<file path="config.mk">
export PLATFORM = sky130hd
export DESIGN_NAME = fcl_serial_mul
export DESIGN_NICKNAME = d
export VERILOG_FILES = /design/src/rtl/fcl_pkg.sv /design/src/rtl/fcl_serial_mul.sv
export SDC_FILE = /design/constraint.sdc
export NUM_CORES = 1
export LEC_CHECK = 0
export ABC_CLOCK_PERIOD_IN_PS = 8000
export BUFFER_PORTS_ARGS = -buffer_cell sky130_fd_sc_hd__buf_2
export CELL_PAD_IN_SITES_DETAIL_PLACEMENT = 1
export CELL_PAD_IN_SITES_GLOBAL_PLACEMENT = 2
export CORE_MARGIN = 3
export CORE_UTILIZATION = 41
export DETAILED_ROUTE_END_ITERATION = 10
export GPL_ROUTABILITY_DRIVEN = 0
export HOLD_SLACK_MARGIN = 0.05
export PLACE_DENSITY_LB_ADDON = 0.1
export REMOVE_ABC_BUFFERS = 1
export SYNTH_ARGS = -nofsm -noshare
export SYNTH_HDL_FRONTEND = slang
export SYNTH_SLANG_ARGS = --single-unit
</file>
<file path="constraint.sdc">
create_clock -name clk -period 8 [get_ports clk]
set_input_delay 0 -clock clk [delete_from_list [all_inputs] [get_ports clk]]
set_output_delay 0 -clock clk [all_outputs]
set_load 0.03 [all_outputs]
</file>
<file path="src/rtl/fcl_pkg.sv">
// ----------------------------------------------------------------------------
// fcl_pkg
// Shared types and constants for the fully connected layer forward core.
// ----------------------------------------------------------------------------
`default_nettype none
package fcl_pkg;

  localparam int ACC_W = 40;

  typedef enum logic [1:0] {
    KIND_WEIGHT = 2'd0,
    KIND_BIAS   = 2'd1,
    KIND_ELEM   = 2'd2,
    KIND_NONE   = 2'd3
  } kind_t;

  typedef enum logic [2:0] {
    ST_IDLE,
    ST_READ,
    ST_MUL,
    ST_ACC,
    ST_OREAD,
    ST_OCALC,
    ST_OUT
  } state_t;

  localparam logic CFG_IN_LEN  = 1'b0;
  localparam logic CFG_OUT_LEN = 1'b1;

  // Control from the sequencer to the serial multiplier.
  typedef struct packed {
    logic start;
  } mul_ctrl_t;

  // Status from the serial multiplier back to the sequencer.
  typedef struct packed {
    logic busy;
    logic done;
  } mul_stat_t;

endpackage
`default_nettype wire

</file>
<file path="src/rtl/fcl_serial_mul.sv">
// ----------------------------------------------------------------------------
// fcl_serial_mul
// Bit-serial signed 16 x 16 multiplier, one multiplier bit per cycle.
// ----------------------------------------------------------------------------
`default_nettype none
module fcl_serial_mul (
  input  wire logic              clk,
  input  wire logic              rst,
  input  wire fcl_pkg::mul_ctrl_t ctrl,
  input  wire logic signed [15:0] a,
  input  wire logic signed [15:0] b,
  output fcl_pkg::mul_stat_t      stat,
  output logic signed [31:0]      prod
);
  import fcl_pkg::*;

  logic [4:0]         cnt;
  logic               busy;
  logic signed [31:0] mcand;
  logic [15:0]        mplier;
  logic signed [31:0] accum;
  logic               done;

  // Shift-and-add: the top multiplier bit carries negative weight.
  always_ff @(posedge clk) begin
    if (rst) begin
      busy <= 1'b0;
      done <= 1'b0;
      cnt  <= '0;
    end else begin
      done <= 1'b0;
      if (ctrl.start) begin
        busy   <= 1'b1;
        cnt    <= '0;
        mcand  <= 32'(a);
        mplier <= b;
        accum  <= '0;
      end else if (busy) begin
        if (mplier[0]) begin
          if (cnt == 5'd15) accum <= accum - mcand;
          else accum <= accum + mcand;
        end
        mcand  <= mcand <<< 1;
        mplier <= mplier >> 1;
        cnt    <= cnt + 5'd1;
        if (cnt == 5'd15) begin
          busy <= 1'b0;
          done <= 1'b1;
        end
      end
    end
  end

  assign prod      = accum;
  assign stat.busy = busy;
  assign stat.done = done;
endmodule
`default_nettype wire
</file>
==> impl_results.rst <==
.. list-table::
   :header-rows: 1

   * - Metric
     - Value
   * - Run status
     - finished clean
   * - Inserted Clock Buffers
     - 9
   * - Worst Setup End Kind
     - register
   * - Die Area
     - 15500 sq um
   * - Pin count of the biggest net entering global routing
     - 98
   * - Post-synth top area cell
     - sky130_fd_sc_hd__edfxtp_1
   * - Dominant combinational cell family by area after synthesis
     - compound AO/OA/AOI/OAI gates
   * - Total iterations of the first detailed-routing run
     - 4
   * - Global-route total usage across every layer
     - 20.0%
   * - Wire per inst
     - 18.3 microns
   * - Cell area after synthesis
     - 5760 sq um
   * - Total number of clock tree sinks
     - 87
   * - Top-Level Pins
     - 69
   * - Type of the tightest min-delay check
     - in2reg
   * - Number of buffer and inverter stages on the critical path
     - 0
   * - Synthesized area per cell
     - 10.2 sq um
   * - Clock share of power
     - 30.7%
   * - Share of synthesized area spent on multiplexers
     - 6.99%
   * - Non-Filler Instances
     - 835
   * - Clk pin slew, worst setup/hold paths
     - 0.07 ns
   * - Classification of the worst setup path
     - reg2reg
   * - Latest clock arrival within the worst-skew pair
     - 0.35 ns
   * - Critical path's largest stage delay
     - 0.50 ns
   * - Simple-gate share of the synthesized area
     - 13.5%
   * - Net Switching
     - 0.443 mW
   * - Post-synthesis share of cell area spent on full adders, half adders and majority gates
     - 7.73%
   * - Detailed Route Iter0 Violations
     - 228
   * - Number of distinct library cells after synthesis
     - 57
   * - RSZ-0062 raised after global routing
     - false
   * - Critical path, cell by cell
     - nor4_2 > and3b_1 > nand2_1 > nor2_1 > a21oi_1 > xnor2_1 > ha_1 > and3_1 > nand4_1 > nor4b_1 > nor3b_2 > o21bai_1 > mux2_1
   * - Highest-delay cell along the critical path
     - sky130_fd_sc_hd__ha_1
   * - Total power draw
     - 1.35 mW
   * - Accumulated negative setup slack
     - 0 ns
   * - Arr. time, crit path
     - 4.28 ns
   * - Worst hold slack
     - 0.317 ns
   * - Critical Path RT
     - 8.10 ns
   * - P per Cell Area
     - 198 nW/um^2
   * - Placed Area
     - 6230 sq um
   * - Post-synth top area share
     - 41.7%
   * - Gate count after technology mapping
     - 566
   * - Post-synth EDFFs
     - 80
   * - TritonCTS clock tree
     - yes
   * - Cell at the root of the clock tree
     - sky130_fd_sc_hd__clkbuf_16
   * - Synth Register Bits
     - 87
   * - Summed area of non-filler cells in the final layout
     - 6830 sq um
   * - DP Cell Count
     - 787
   * - Worst-case clock skew
     - 0.00583 ns
   * - Max cap viols
     - 0
   * - Top cells by area in the synthesized netlist
     - sky130_fd_sc_hd__edfxtp_1 42%, sky130_fd_sc_hd__ha_1 7.4%, sky130_fd_sc_hd__xnor2_1 6.1%, sky130_fd_sc_hd__nor2_1 4.2%, sky130_fd_sc_hd__a21oi_1 3.8%
   * - Logic gate share of total power
     - 27.3%
   * - Number of buffers on the longest clock path
     - 2
   * - Initial antenna violation count
     - 0
   * - Cell-internal power
     - 0.908 mW
   * - Count of input and output buffers
     - 68
   * - Synthesized-area fraction occupied by ao, oa, aoi and oai cells
     - 15.6%
   * - Effective utilization at floorplan
     - 42.7%
   * - Remaining Overflow, GRT
     - 0
   * - Die Y
     - 125 microns
   * - Sequential share of the synthesized area
     - 44.1%
   * - Antenna diode instance count
     - 0
   * - Final net count
     - 724
   * - Number of failing hold endpoints at the final stage
     - 0
   * - Core area
     - 13500 sq um
   * - Max-slew headroom
     - 28.9%
   * - Final cycle utilization of the critical path
     - 52.3%
   * - Leak Pwr
     - 2.69 nW
   * - Switch share
     - 32.8%
   * - Largest fanout on the critical path
     - 8
   * - Horizontal extent of the die
     - 125 microns
   * - Yosys warning total
     - 0
   * - Detailed-route wire length
     - 15200 microns
   * - Slew Viols, Final
     - 0
   * - Estimated wirelength of the detail-placed design
     - 10700 microns
   * - Vias after detailed routing
     - 4525
   * - Routed vias/inst
     - 5.42
   * - DRC errors left
     - 0
   * - Commonest cells in the netlist
     - 80 x sky130_fd_sc_hd__edfxtp_1, 65 x sky130_fd_sc_hd__nor2_1, 44 x sky130_fd_sc_hd__a21oi_1
   * - Fraction of layout instances using a drive strength above 1
     - 18.1%
   * - Peak VDD IR
     - 151 uV
   * - Sequential Power Share
     - 42.0%
   * - Maximum frequency from static timing analysis
     - 239 MHz
   * - Dominant register cell in the synthesized netlist
     - sky130_fd_sc_hd__edfxtp_1
   * - Dominant cell by count in the synthesized netlist
     - sky130_fd_sc_hd__edfxtp_1
   * - Final setup fails
     - 0
   * - Xor/xnor share of the synthesized area
     - 8.06%
   * - Vias in the first global route
     - 4845
   * - Fraction of registers with async set/reset
     - 0%
   * - Setup Fix Bufs, Post-CTS
     - 0
   * - Delay-heaviest family, CP
     - simple AND/OR/NAND/NOR gates
   * - Period minus WS final
     - 4.18 ns
   * - Worst Setup Start Kind
     - register
   * - First-pass GRT wire length
     - 25100 microns
   * - Number of rows in the core area
     - 42
   * - Number of H-tree levels
     - 3
   * - Antenna-violating nets left
     - 0
   * - Growth of design area from synthesis to finish
     - 18.6%
   * - Worst-margin pin slew
     - 1.06 ns
==> cells by family after synthesis <==
group                    count (synthesis)
AO/OA/AOI/OAI                          142
XOR/XNOR                                53
adder cells (fa/ha/maj)                 35
buffers and inverters                   53
flip-flops                              87
multiplexers                            36
AND/OR/NAND/NOR                        160
==> cell usage in the layout, fill, tap and decap left out, types with 16 or more instances in the layout <==
| master | count |
|---|---|
| sky130_fd_sc_hd__edfxtp_1 | 80 |
| sky130_fd_sc_hd__buf_2 | 67 |
| sky130_fd_sc_hd__nor2_1 | 63 |
| sky130_fd_sc_hd__a21oi_1 | 44 |
| sky130_fd_sc_hd__xnor2_1 | 40 |
| sky130_fd_sc_hd__ha_1 | 34 |
| sky130_fd_sc_hd__dlygate4sd3_1 | 32 |
| sky130_fd_sc_hd__nand2_1 | 30 |
| sky130_fd_sc_hd__o21ai_0 | 28 |
| sky130_fd_sc_hd__inv_1 | 27 |
| sky130_fd_sc_hd__mux2_2 | 18 |
| sky130_fd_sc_hd__mux2_1 | 16 |
==> metrics by stage <==
| stage | utilization (%) | setup slack (ns) |
|---|---|---|
| final | 50.6 | 3.82 |
| after global routing | 50.6 | 3.42 |
| after CTS | 50.6 | 3.80 |
| after detailed placement | 46.1 | 3.83 |
| after global placement | 46.1 | 3.91 |
| after floorplan | - | 4.17 |
==> flip-flops by register name, indices dropped and copies added (netlist names) <==
signal	count
prod	32
cnt	5
busy	1
mplier	16
done	1
mcand	32
==> final timing paths <==
| check | depth (start not counted) | slack [ns] | start | end |
|---|---|---|---|---|
| setup / recovery | 13 | 3.82 | mcand[5] | prod[26] |
| hold / removal | 3 | 0.32 | a[15] | mcand[29] |
| setup reg to reg | 13 | 3.82 | mcand[5] | prod[26] |
| hold reg to reg | 2 | 0.50 | cnt[4] | cnt[4] |
==> power groups by stage <==
stage | clock (mW) | sequential, mW | combinational, mW
after global placement | 0 | 0.576 | 0.348
after floorplan | 0 | 0.604 | 0.226
final | 0.415 | 0.567 | 0.369
after detailed placement | 0 | 0.578 | 0.353
after global routing | 0.446 | 0.572 | 0.408
after CTS | 0.427 | 0.568 | 0.368
==> metal layers <==
layer	wire length, microns	global-route usage, %	vias up	share of wire, %
met5	0	0	-	0
met4	197	6.06	0	1.3
met3	548	3.39	15	3.6
met2	7390	33.1	88	48
met1	7110	26.7	2176	47
li1	-	-	2246	-
==> layout make-up <==
class	instances	area, sq um
flip-flops and latches	87	2540
fillers	1501	6670
multi-input cells	426	3010
clock inverters	6	52.6
clock buffers	10	229
repair buffers	102	678
inverters	28	105
well taps	176	220
==> tightest hold or removal path: cells and delay by family <==
kind            cells  cell delay (ns)
buf+inv             1             0.08
compound gates      1             0.17
simple gates        1             0.29
==> repair_timing <==
item / in CTS / in global routing
hold buffers: 32 / 0
gates resized for setup: 0 / 0
hold endpoints to repair: 32 / 0
(Power assumes the default switching activity.)
